[src/rtl/metm_pkg.sv]
// Shared types and constants for the MIDI event encoder with tempo map.
// Used by metm_ctrl, metm_datapath and the top level; depends on nothing.
package metm_pkg;

	typedef enum logic [2:0] {
		OP_HEADER        = 3'd0,
		OP_TEMPO         = 3'd1,
		OP_NOTE          = 3'd2,
		OP_KEY_PRESSURE  = 3'd3,
		OP_CONTROL       = 3'd4,
		OP_PROGRAM       = 3'd5,
		OP_CHAN_PRESSURE = 3'd6,
		OP_PITCH_BEND    = 3'd7
	} op_t;

	// status nibbles of the channel messages
	localparam logic [3:0] ST_NOTE_OFF      = 4'h8;
	localparam logic [3:0] ST_NOTE_ON       = 4'h9;
	localparam logic [3:0] ST_KEY_PRESSURE  = 4'hA;
	localparam logic [3:0] ST_CONTROL       = 4'hB;
	localparam logic [3:0] ST_PROGRAM       = 4'hC;
	localparam logic [3:0] ST_CHAN_PRESSURE = 4'hD;
	localparam logic [3:0] ST_PITCH_BEND    = 4'hE;

	localparam logic [1:0] COUNT_SHORT = 2'd2;
	localparam logic [1:0] COUNT_LONG  = 2'd3;

	localparam int SAMPLE_RATE_W = 18;
	localparam int TPQ_W         = 15;
	localparam int TEMPO_W       = 24;
	localparam int FRAC_BITS     = 32;
	localparam int NUM_W         = SAMPLE_RATE_W + TEMPO_W;   // 42
	localparam int DEN_W         = 35;                        // 1e6 * (2^15-1) < 2^35
	localparam int DVD_W         = NUM_W + FRAC_BITS;         // 74
	localparam int DIV_STEPS     = DVD_W;
	localparam int DIV_CNT_W     = $clog2(DIV_STEPS);

	localparam logic [SAMPLE_RATE_W-1:0] SAMPLE_RATE_RESET = 18'd48000;
	localparam logic [TEMPO_W-1:0]       TEMPO_RESET       = 24'd500000;
	localparam logic [31:0]              US_PER_SEC        = 32'd1000000;
	localparam logic [13:0]              BEND_CENTER       = 14'h2000;

	typedef struct packed {
		logic load_item;
		logic frame_lo;
		logic frame_hi;
		logic seg_update;
		logic emit;
		logic note_off;
		logic mul_num;
		logic mul_den;
		logic div_step;
		logic rate_load;
	} ctrl_cmd_t;

	typedef struct packed {
		op_t  op;
		logic out_free;
		logic div_last;
	} dp_status_t;

endpackage

[src/rtl/metm_ctrl.sv]
// Controller state machine of the MIDI event encoder.
// Sequences frame stamping, message output and the tempo-map divide; uses metm_pkg.
module metm_ctrl (
	input  logic                   clk,
	input  logic                   arst_n,
	input  logic                   in_valid,
	input  metm_pkg::op_t          in_op,
	output logic                   in_ready,
	input  metm_pkg::dp_status_t   status,
	output metm_pkg::ctrl_cmd_t    cmd
);

	typedef enum logic [8:0] {
		S_IDLE    = 9'b000000001,
		S_FR_LO   = 9'b000000010,
		S_FR_HI   = 9'b000000100,
		S_SEG     = 9'b000001000,
		S_EMIT    = 9'b000010000,
		S_MUL_NUM = 9'b000100000,
		S_MUL_DEN = 9'b001000000,
		S_DIV     = 9'b010000000,
		S_LOAD    = 9'b100000000
	} state_t;

	state_t state_q, state_d;
	logic   phase_q, phase_d;

	assign in_ready = (state_q == S_IDLE);

	always_comb begin
		state_d = state_q;
		phase_d = phase_q;
		cmd     = '0;
		cmd.note_off = phase_q;
		unique case (state_q)
			S_IDLE: begin
				cmd.load_item = in_valid;
				if (in_valid) begin
					phase_d = 1'b0;
					state_d = (in_op == metm_pkg::OP_HEADER) ? S_MUL_NUM : S_FR_LO;
				end
			end
			S_FR_LO: begin
				cmd.frame_lo = 1'b1;
				state_d      = S_FR_HI;
			end
			S_FR_HI: begin
				cmd.frame_hi = 1'b1;
				state_d      = (status.op == metm_pkg::OP_TEMPO) ? S_SEG : S_EMIT;
			end
			S_SEG: begin
				cmd.seg_update = 1'b1;
				state_d        = S_MUL_NUM;
			end
			S_EMIT: begin
				// hold until the output register can take the word
				if (status.out_free) begin
					cmd.emit = 1'b1;
					if (status.op == metm_pkg::OP_NOTE && !phase_q) begin
						phase_d = 1'b1;
						state_d = S_FR_LO;
					end else begin
						state_d = S_IDLE;
					end
				end
			end
			S_MUL_NUM: begin
				cmd.mul_num = 1'b1;
				state_d     = S_MUL_DEN;
			end
			S_MUL_DEN: begin
				cmd.mul_den = 1'b1;
				state_d     = S_DIV;
			end
			S_DIV: begin
				cmd.div_step = 1'b1;
				if (status.div_last) begin
					state_d = S_LOAD;
				end
			end
			S_LOAD: begin
				cmd.rate_load = 1'b1;
				state_d       = S_IDLE;
			end
			default: begin
				state_d = S_IDLE;
			end
		endcase
	end

	always_ff @(posedge clk or negedge arst_n) begin
		if (!arst_n) begin
			state_q <= S_IDLE;
			phase_q <= 1'b0;
		end else begin
			state_q <= state_d;
			phase_q <= phase_d;
		end
	end

endmodule

[src/rtl/metm_datapath.sv]
// Datapath of the MIDI event encoder: tempo-map state, shared 32x32 multiplier,
// restoring divider for samples per tick, and the output register; uses metm_pkg.
module metm_datapath (
	input  logic                                  clk,
	input  logic                                  arst_n,
	input  metm_pkg::ctrl_cmd_t                   cmd,
	output metm_pkg::dp_status_t                  status,
	input  logic                                  cfg_wr_en,
	input  logic [metm_pkg::SAMPLE_RATE_W-1:0]    cfg_wr_data,
	input  logic [2:0]                            opcode,
	input  logic [31:0]                           tick,
	input  logic [3:0]                            channel,
	input  logic [6:0]                            first_data,
	input  logic [6:0]                            second_data,
	input  logic [6:0]                            release_velocity,
	input  logic [31:0]                           note_length,
	input  logic [23:0]                           setting_value,
	input  logic signed [13:0]                    bend,
	input  logic                                  out_ready,
	output logic                                  out_valid,
	output logic [31:0]                           frame_time,
	output logic [7:0]                            status_byte,
	output logic [6:0]                            first_byte,
	output logic [6:0]                            second_byte,
	output logic [1:0]                            byte_count,
	output logic                                  last_of_run
);

	// tempo-map state
	logic [metm_pkg::SAMPLE_RATE_W-1:0] sample_rate_q;
	logic [metm_pkg::TPQ_W-1:0]         tpq_q;
	logic [metm_pkg::TEMPO_W-1:0]       tempo_q;
	logic [63:0]                        spt_q;
	logic [31:0]                        seg_frame_q;
	logic [31:0]                        seg_tick_q;

	// held item
	metm_pkg::op_t op_q;
	logic [31:0]   tick_q;
	logic [3:0]    ch_q;
	logic [6:0]    d1_q;
	logic [6:0]    d2_q;
	logic [6:0]    rv_q;
	logic [31:0]   len_q;
	logic [13:0]   bend_q;
	logic [31:0]   time_q;
	logic [31:0]   acc_q;

	// divider
	logic [metm_pkg::DVD_W-1:0]     dvd_q;
	logic [metm_pkg::DEN_W-1:0]     den_q;
	logic [metm_pkg::DEN_W-1:0]     rem_q;
	logic [63:0]                    quo_q;
	logic [metm_pkg::DIV_CNT_W-1:0] div_cnt_q;
	logic [metm_pkg::DEN_W:0]       rem_shift;
	logic [metm_pkg::DEN_W:0]       rem_sub;
	logic                           rem_ge;

	logic [31:0] mul_a, mul_b, delta;
	logic [63:0] prod;

	logic [7:0]  msg_status;
	logic [6:0]  msg_b1, msg_b2;
	logic [1:0]  msg_count;
	logic        msg_last;
	logic [13:0] bend_val;

	assign delta = time_q - seg_tick_q;

	always_comb begin
		priority if (cmd.frame_lo) begin
			mul_a = spt_q[31:0];
			mul_b = delta;
		end else if (cmd.frame_hi) begin
			mul_a = spt_q[63:32];
			mul_b = delta;
		end else if (cmd.mul_num) begin
			mul_a = {{(32 - metm_pkg::TEMPO_W){1'b0}}, tempo_q};
			mul_b = {{(32 - metm_pkg::SAMPLE_RATE_W){1'b0}}, sample_rate_q};
		end else begin
			mul_a = {{(32 - metm_pkg::TPQ_W){1'b0}}, tpq_q};
			mul_b = metm_pkg::US_PER_SEC;
		end
	end

	assign prod = mul_a * mul_b;

	assign rem_shift = {rem_q, dvd_q[metm_pkg::DVD_W-1]};
	assign rem_ge    = (rem_shift >= {1'b0, den_q});
	assign rem_sub   = rem_shift - {1'b0, den_q};

	assign status.op       = op_q;
	assign status.out_free = !out_valid || out_ready;
	assign status.div_last = (div_cnt_q == metm_pkg::DIV_CNT_W'(metm_pkg::DIV_STEPS - 1));

	always_ff @(posedge clk or negedge arst_n) begin
		if (!arst_n) begin
			sample_rate_q <= metm_pkg::SAMPLE_RATE_RESET;
			tpq_q         <= '0;
			tempo_q       <= metm_pkg::TEMPO_RESET;
			spt_q         <= '0;
			seg_frame_q   <= '0;
			seg_tick_q    <= '0;
			div_cnt_q     <= '0;
		end else begin
			if (cfg_wr_en) begin
				sample_rate_q <= cfg_wr_data;
			end
			if (cmd.load_item) begin
				if (metm_pkg::op_t'(opcode) == metm_pkg::OP_HEADER) begin
					tpq_q <= setting_value[metm_pkg::TPQ_W-1:0];
				end
				if (metm_pkg::op_t'(opcode) == metm_pkg::OP_TEMPO) begin
					tempo_q <= setting_value;
				end
			end
			if (cmd.seg_update) begin
				seg_frame_q <= acc_q;
				seg_tick_q  <= tick_q;
			end
			if (cmd.mul_num) begin
				div_cnt_q <= '0;
			end else if (cmd.div_step) begin
				div_cnt_q <= div_cnt_q + 1'b1;
			end
			// no header yet means zero divisor: samples per tick stays zero
			if (cmd.rate_load) begin
				spt_q <= (tpq_q == '0) ? 64'd0 : quo_q;
			end
		end
	end

	always_ff @(posedge clk) begin
		if (cmd.load_item) begin
			op_q   <= metm_pkg::op_t'(opcode);
			tick_q <= tick;
			ch_q   <= channel;
			d1_q   <= first_data;
			d2_q   <= second_data;
			rv_q   <= release_velocity;
			len_q  <= note_length;
			bend_q <= $unsigned(bend);
			time_q <= tick;
		end else if (cmd.emit && op_q == metm_pkg::OP_NOTE && !cmd.note_off) begin
			// advance to the note-off tick
			time_q <= tick_q + len_q;
		end
		if (cmd.frame_lo) begin
			acc_q <= seg_frame_q + prod[63:32];
		end else if (cmd.frame_hi) begin
			acc_q <= acc_q + prod[31:0];
		end
		if (cmd.mul_num) begin
			dvd_q <= {prod[metm_pkg::NUM_W-1:0], {metm_pkg::FRAC_BITS{1'b0}}};
			rem_q <= '0;
		end else if (cmd.div_step) begin
			dvd_q <= {dvd_q[metm_pkg::DVD_W-2:0], 1'b0};
			rem_q <= rem_ge ? rem_sub[metm_pkg::DEN_W-1:0] : rem_shift[metm_pkg::DEN_W-1:0];
			quo_q <= {quo_q[62:0], rem_ge};
		end
		if (cmd.mul_den) begin
			den_q <= prod[metm_pkg::DEN_W-1:0];
		end
	end

	assign bend_val = bend_q + metm_pkg::BEND_CENTER;

	always_comb begin
		msg_b1    = d1_q;
		msg_b2    = d2_q;
		msg_count = metm_pkg::COUNT_LONG;
		msg_last  = 1'b1;
		unique case (op_q)
			metm_pkg::OP_NOTE: begin
				if (cmd.note_off) begin
					msg_status = {metm_pkg::ST_NOTE_OFF, ch_q};
					msg_b2     = rv_q;
				end else begin
					msg_status = {metm_pkg::ST_NOTE_ON, ch_q};
					msg_last   = 1'b0;
				end
			end
			metm_pkg::OP_KEY_PRESSURE: msg_status = {metm_pkg::ST_KEY_PRESSURE, ch_q};
			metm_pkg::OP_CONTROL:      msg_status = {metm_pkg::ST_CONTROL, ch_q};
			metm_pkg::OP_PROGRAM: begin
				msg_status = {metm_pkg::ST_PROGRAM, ch_q};
				msg_b2     = '0;
				msg_count  = metm_pkg::COUNT_SHORT;
			end
			metm_pkg::OP_CHAN_PRESSURE: begin
				msg_status = {metm_pkg::ST_CHAN_PRESSURE, ch_q};
				msg_b2     = '0;
				msg_count  = metm_pkg::COUNT_SHORT;
			end
			metm_pkg::OP_PITCH_BEND: begin
				msg_status = {metm_pkg::ST_PITCH_BEND, ch_q};
				msg_b1     = bend_val[6:0];
				msg_b2     = bend_val[13:7];
			end
			default: begin
				// header and tempo never reach the output
				msg_status = {metm_pkg::ST_CONTROL, ch_q};
			end
		endcase
	end

	always_ff @(posedge clk or negedge arst_n) begin
		if (!arst_n) begin
			out_valid <= 1'b0;
		end else if (cmd.emit) begin
			out_valid <= 1'b1;
		end else if (out_ready) begin
			out_valid <= 1'b0;
		end
	end

	always_ff @(posedge clk) begin
		if (cmd.emit) begin
			frame_time  <= acc_q;
			status_byte <= msg_status;
			first_byte  <= msg_b1;
			second_byte <= msg_b2;
			byte_count  <= msg_count;
			last_of_run <= msg_last;
		end
	end

endmodule

[src/rtl/midi_event_encoder_with_tempo_map_top.sv]
// MIDI event encoder with tempo map: channel messages stamped with sample frames.
// Channel events: each accepted item gives one stamped output word, a note also its
// note-off word. The frame stamp takes two passes of the shared 32x32 multiplier.
// Header and tempo items rerun the one-bit-per-cycle 74-step divider; one item is
// in progress at a time. Reset (arst_n low) restores sample rate 48000, tempo
// 500000 us, zero ticks per quarter, samples per tick and segment start.
module midi_event_encoder_with_tempo_map_top (
	input  logic                                clk,
	input  logic                                arst_n,
	input  logic                                cfg_wr_en,
	input  logic [metm_pkg::SAMPLE_RATE_W-1:0]  cfg_wr_data,
	input  logic                                in_valid,
	output logic                                in_ready,
	input  logic [2:0]                          opcode,
	input  logic [31:0]                         tick,
	input  logic [3:0]                          channel,
	input  logic [6:0]                          first_data,
	input  logic [6:0]                          second_data,
	input  logic [6:0]                          release_velocity,
	input  logic [31:0]                         note_length,
	input  logic [23:0]                         setting_value,
	input  logic signed [13:0]                  bend,
	output logic                                out_valid,
	input  logic                                out_ready,
	output logic [31:0]                         frame_time,
	output logic [7:0]                          status_byte,
	output logic [6:0]                          first_byte,
	output logic [6:0]                          second_byte,
	output logic [1:0]                          byte_count,
	output logic                                last_of_run
);

	metm_pkg::ctrl_cmd_t  cmd;
	metm_pkg::dp_status_t status;

	metm_ctrl u_ctrl (
		.clk      (clk),
		.arst_n   (arst_n),
		.in_valid (in_valid),
		.in_op    (metm_pkg::op_t'(opcode)),
		.in_ready (in_ready),
		.status   (status),
		.cmd      (cmd)
	);

	metm_datapath u_datapath (
		.clk              (clk),
		.arst_n           (arst_n),
		.cmd              (cmd),
		.status           (status),
		.cfg_wr_en        (cfg_wr_en),
		.cfg_wr_data      (cfg_wr_data),
		.opcode           (opcode),
		.tick             (tick),
		.channel          (channel),
		.first_data       (first_data),
		.second_data      (second_data),
		.release_velocity (release_velocity),
		.note_length      (note_length),
		.setting_value    (setting_value),
		.bend             (bend),
		.out_ready        (out_ready),
		.out_valid        (out_valid),
		.frame_time       (frame_time),
		.status_byte      (status_byte),
		.first_byte       (first_byte),
		.second_byte      (second_byte),
		.byte_count       (byte_count),
		.last_of_run      (last_of_run)
	);

endmodule
[config.mk]
export PLATFORM = sky130hd
export DESIGN_NAME = midi_event_encoder_with_tempo_map_top
export DESIGN_NICKNAME = d
export VERILOG_FILES = /design/src/rtl/metm_pkg.sv /design/src/rtl/metm_ctrl.sv /design/src/rtl/metm_datapath.sv /design/src/rtl/midi_event_encoder_with_tempo_map_top.sv
export SDC_FILE = /design/constraint.sdc
export NUM_CORES = 2
export LEC_CHECK = 0
export BUFFER_PORTS_ARGS = -buffer_cell sky130_fd_sc_hd__buf_2
export CORE_MARGIN = 1.5
export CORE_UTILIZATION = 50
export DETAILED_ROUTE_END_ITERATION = 7
export PLACE_DENSITY = 0.69
export SYNTH_ARGS = -nofsm -noshare
export SYNTH_HDL_FRONTEND = slang
export SYNTH_SLANG_ARGS = --single-unit
[constraint.sdc]
create_clock -name clk -period 16.6 [get_ports clk]
set_clock_uncertainty 0.2 [all_clocks]
set_input_delay 0.83 -clock clk [delete_from_list [all_inputs] [get_ports clk]]
set_output_delay 0.83 -clock clk [all_outputs]
set_load 0.005 [all_outputs]
# Word level (Yosys, flattened, before mapping)
# Index checks and enable logic that the tools add are counted.
# word_totals
in_bits	153
regBits	606
elab_cells	126
# op_classes
mul	1
reduce_logical	19
n_bitwise	1
eq_ne	21
n_mux	46
n_addsub	7
magnitude_cmp	1
# op_table
operator	count
$mux 32	8
$mux 74	2
$add 32x32->32	3
$pmux 9 s8	1
$mul 32x32->64	1
$mux 64	1
$ge 36x35->1	1
$mux 35	1
$pmux 7 s5	1
$sub 35x35->35	1
$sub 32x32->32	1
$mux 7	4
$mux 9	3
$mux 24	1
$pmux 7 s3	1
$mux 20	1
$mux 1	17
$logic_not 15->1	1
$add 14x14->14 const B	1
$mux 5	2
$reduce_bool 2->1	5
$eq 3x3->1 const B	3
$eq 9x1->1 const B	1
$eq 9x2->1 const B	1
other kinds (25)	34

# Depth between registers and ports, before layout
# depth
ltp_word	9
ltp_mapped	55
depth_no_buf	53

# Hierarchy
# A second synthesis with hierarchy kept.
# unflattened
hier_cells	6721
hier_area_um2	64973.6
# modules_own_cells
mod	area_each_um2	n_inst	cells_per_inst	seq_area_each_um2
metm_datapath	64262.9	1	6641	16538.4
metm_ctrl	710.7	1	80	251.5

# Least setup slack after synthesis
# OpenSTA, ideal clock, no wires.
# synth_path
path_type	register to register
from	register u_ctrl.state_q[4]
to	register u_datapath.acc_q[31] (data pin)
path_stages_with_launch	44
slack_ns	4.274
setup_ns	0.268
t_required_ns	16.132
arrival_ns	11.858
cell_sequence	dfrtp_1 > nor4_1 > nand2_1 > nor4b_1 > nor2_1 > buf_2 > inv_1 > buf_2 > buf_1 > a22oi_1 > nor2_1 > fa_1 > fa_1 > fa_1 > inv_1 > fa_1 > inv_1 > fa_1 > [8 not listed] > o211ai_1 > a41oi_1 > o21ai_0 > a31oi_1 > xnor2_1 > ha_1 > clkbuf_1 > a211oi_1 > o211a_1 > a21oi_1 > a2111oi_0 > or4_1 > nand4_1 > a31o_2 > a21oi_1 > xnor2_1 > xnor2_1 > mux2i_1
# synth_between
elab_chain_len	9
# synth_rtl
element	line	source
start: declaration	metm_ctrl.sv:25	state_t state_q, state_d;
start signal: assignment	metm_ctrl.sv:96	state_q <= state_d;
$eq 9x6->1	metm_ctrl.sv:35	unique case (state_q)
$mux 1	metm_ctrl.sv:35	
$mux 24 or $mux 20 (tied branches)	metm_datapath.sv:77	end else if (cmd.mul_num) begin
$mux 32	metm_datapath.sv:74	end else if (cmd.frame_hi) begin
$mux 32	metm_datapath.sv:71	priority if (cmd.frame_lo) begin
$mul 32x32->64	metm_datapath.sv:86	assign prod = mul_a * mul_b;
$add 32x32->32	metm_datapath.sv:151	acc_q <= acc_q + prod[31:0];
$mux 32	metm_datapath.sv:150	end else if (cmd.frame_hi) begin
$mux 32 (*)	metm_datapath.sv:148	if (cmd.frame_lo) begin
end signal: assignment	metm_datapath.sv:149	acc_q <= seg_frame_q + prod[63:32];
end signal: assignment	metm_datapath.sv:151	
end: declaration	metm_datapath.sv:47	logic [31:0] acc_q;
# Mark *: on every way between the ends. The rest lies on a longest branch, timed or not. The select of a mux whose other input is x is not followed.
# A chain may end at the register's enable or synchronous reset.

# Final worst setup path
# layout_path
from	register u_datapath.seg_tick_q[1]
to	register u_datapath.acc_q[31] (data pin)
# layout_between
elab_chain_len	7
# layout_rtl
element	line	source
start: declaration	metm_datapath.sv:35	logic [31:0] seg_tick_q;
start signal: assignment	metm_datapath.sv:119	seg_tick_q <= tick_q;
$sub 32x32->32 (*)	metm_datapath.sv:68	assign delta = time_q - seg_tick_q;
$mux 32	metm_datapath.sv:74	
$mux 32 (*)	metm_datapath.sv:71	
$mul 32x32->64 (*)	metm_datapath.sv:86	
$add 32x32->32	metm_datapath.sv:151	
$mux 32	metm_datapath.sv:150	
$mux 32 (*)	metm_datapath.sv:148	
# Marked as above.

==> parameters.txt <==
Parameter                              Value

Run
  Count of maximum capacitance violations    0

Clock tree
  Cell at the root of the clock tree    clkbuf_16
  Clock Tree Buf Depth    3
  Clk_lat worst skew    720 ps
  Post-CTS Setup Repair Bufs    0
  Number of sinks handled by clock tree synthesis    604
  Clock-pin slew of the registers on the worst-case setup and hold paths    60 ps
  Number of H-tree branching levels    3
  Clock tree from TritonCTS    built
  CTS Buf Count    69

STA
  Highest clock frequency the design can meet    0.0680 GHz
  Slew of the pin with the lowest slew margin    1300 ps
  Least setup slack across all paths after layout    1900 ps
  Post-Route Setup TNS    0 ps
  Final hold viol count    0
  Slew margin rel.    13.0%
  Share of the cycle needed by the critical path after routing    88.6%
  Unrepaired setup endpoints after global routing    no
  Setup-failing EPs final    0
  Number of pins exceeding their max-slew limit in the final report    0
  Post-layout min period    14700 ps

Final layout
  Post-layout nets    8142
  Area growth syn-to-layout    8.84%
  Final cell utilization of the core    55.1%
  Fraction of layout instances using a drive strength above 1    8.63%

Place
  Final weighted congestion in routability-driven placement    0.980
  Post-placement worst setup slack    2110 ps
  HPWL Detailed    148000 um
  IO Port Bufs    209

Floorplanning
  Die Width    357 um
  Row count    129
  Die area    0.128 mm^2
  Initial Util    50.6%
  Chip Height    357 um
  Number of top-level design ports    212
  Core box area    0.124 mm^2

Global routing
  Total GRT Usage    29.6%
  Final global-route overflow total    0
  Largest net degree at the start of global routing    98
  First-pass GRT wire length    287000 um
  Via count of the first global-routing pass    49300
  Number of antenna violations at the first check in global routing    13

Drt
  Detail-routed net length per standard cell    22.1 um
  Vias post-DR    48000
  Final WL    185000 um
  Remaining antenna violation count    0
  DR pass1 iterations    7
  Remaining routing DRC violations    0
  Number of violations reported at the end of detailed-routing iteration 0    4404
  Via density per instance    5.74

Worst setup path
  Required time worst endpoint    16870 ps
  Critical Path Sink Type    flop
  Crit path DAT    14970 ps
  Critical Path Fanout Max    20
  Type of the worst setup path    reg -> reg
  Largest stage delay on the critical path    870 ps
  Critical Path Source Type    flop
  Slowest cell on the critical path    xor2_1
  Number of buffers and inverters on the critical path    7
  Most used cell along the critical path    fa_1
  Top Family by Delay on Critical Path    adder cells

Synth
  Ranking of synthesized cells by area    fa_1 (29%), edfxtp_1 (18%), ha_1 (8.6%), dfrtp_1 (7.5%), nand2_1 (6.7%)
  Synth Warn #    0
  FF+latch count, synth    604
  EDFF count, synth    366
  Leading register cell type out of synthesis    edfxtp_1
  Synth cell count leaders    nand2_1 (1119), inv_1 (1042), fa_1 (901)
  Post-Synthesis Cell Area    0.0628 mm^2
  Cell count after synthesis    6534
  Top cell type's share of synthesized area    28.7%
  Library cells used by synthesis    87
  Synth async-reset ratio    33.6%
  Leading area contributor after synthesis    fa_1
  Fraction of the yosys area taken by sequential cells    26.7%
  Most frequent cell after synthesis    nand2_1
  Synthesized area divided by synthesized cell count    9.61 um^2

Run status
  Status    finished clean

Worst hold path
  Class of the most critical hold timing path    in -> reg
worst reg2reg max path, delay by kind of cell (launching register included):
family                   cells  cell delay, ps
AO/OA/AOI/OAI               17            5110
adder cells (fa/ha/maj)     11            5180
AND/OR/NAND/NOR              7            1540
flip-flops                   1             390
XOR/XNOR                     4            1300
multiplexers                 1              80
buffers and inverters        7             640
per-stage QoR:
step	hold slack, ps	instance area [um^2]	std cells
floorplan	200	62800	6535
global placement	207	65800	8223
detailed placement	207	65800	8223
CTS	31.9	68300	8350
global route	43.5	68300	8356
finish	71.3	68300	8360
what timing repair did:
| item | in CTS | in global routing |
|---|---|---|
| hold endpoints to repair | 43 | 0 |
| resized for setup | 0 | 0 |
| endpoints found under the setup margin | 0 | 0 |
| hold buffers | 1 | 0 |
routing by layer:
metal / GRT usage, % / vias up / share of wire [%]
li1: - / 21300 / -
met1: 39.9 / 24100 / 41
met2: 45.3 / 2178 / 45
met3: 7.13 / 464 / 9.8
met4: 13.8 / 2 / 5.0
met5: 0 / - / 0.0065
registers in the layout, summed over array words and instances (netlist names), 9 cells and up:
name                      count
u_datapath.sample_rate_q     18
u_datapath.frame_time        32
u_datapath.time_q            32
u_datapath.len_q             32
u_datapath.spt_q             64
u_datapath.tick_q            32
u_ctrl.state_q                9
u_datapath.rem_q             35
u_datapath.tpq_q             15
u_datapath.seg_tick_q        32
u_datapath.tempo_q           24
u_datapath.bend_q            14
u_datapath.acc_q             32
u_datapath.seg_frame_q       32
u_datapath.quo_q             64
u_datapath.dvd_q             42
u_datapath.den_q             35
path summary, 6_finish.rpt:
path                                                from                         to  slack [ps]  cells past startpoint
worst max-delay path            u_datapath.seg_tick_q[1]       u_datapath.acc_q[31]        1900                     47
worst min-delay path                       first_data[5]         u_datapath.d1_q[5]          70                      1
worst max register to register  u_datapath.seg_tick_q[1]       u_datapath.acc_q[31]        1900                     47
worst min register to register        u_datapath.ch_q[1]  u_datapath.status_byte[1]         220                      0
max in group asynchronous                         arst_n          u_ctrl.state_q[6]       13600                      4
min in group asynchronous                         arst_n       u_datapath.spt_q[18]         540                      2
cell type report:
class	count	area [um^2]
diodes	10	25.0
clock buffers	82	1810
clock inverters	44	651
fillers	11000	55800
inverters	1045	3930
multi-input cells	4610	41100
flip-flops and latches	604	16800
well taps	1637	2050
repair buffers	328	1950
cell families after synthesis:
logic type	share of synthesized area (%)
AND/OR/NAND/NOR	13.6
adder cells (fa/ha/maj)	37.3
buffers and inverters	7.98
AO/OA/AOI/OAI	10.0
flip-flops	26.7
XOR/XNOR	2.82
multiplexers	1.48
other	0.00597
cells in the final DEF, fill, tap and decap left out, drive strengths merged, types with 93 or more instances in the layout:
cell type / instances
ha: 430
a21oi: 231
nand2: 1119
inv: 1044
a22o: 93
dfrtp: 188
nand3: 100
xnor2: 111
buf: 327
fa: 901
a21o: 115
o21ai: 241
nor2: 481
edfxtp: 366
Power is left out: the tool's default activity adds up to more than one toggle a clock period on the data nets, which glitch-free logic cannot reach.
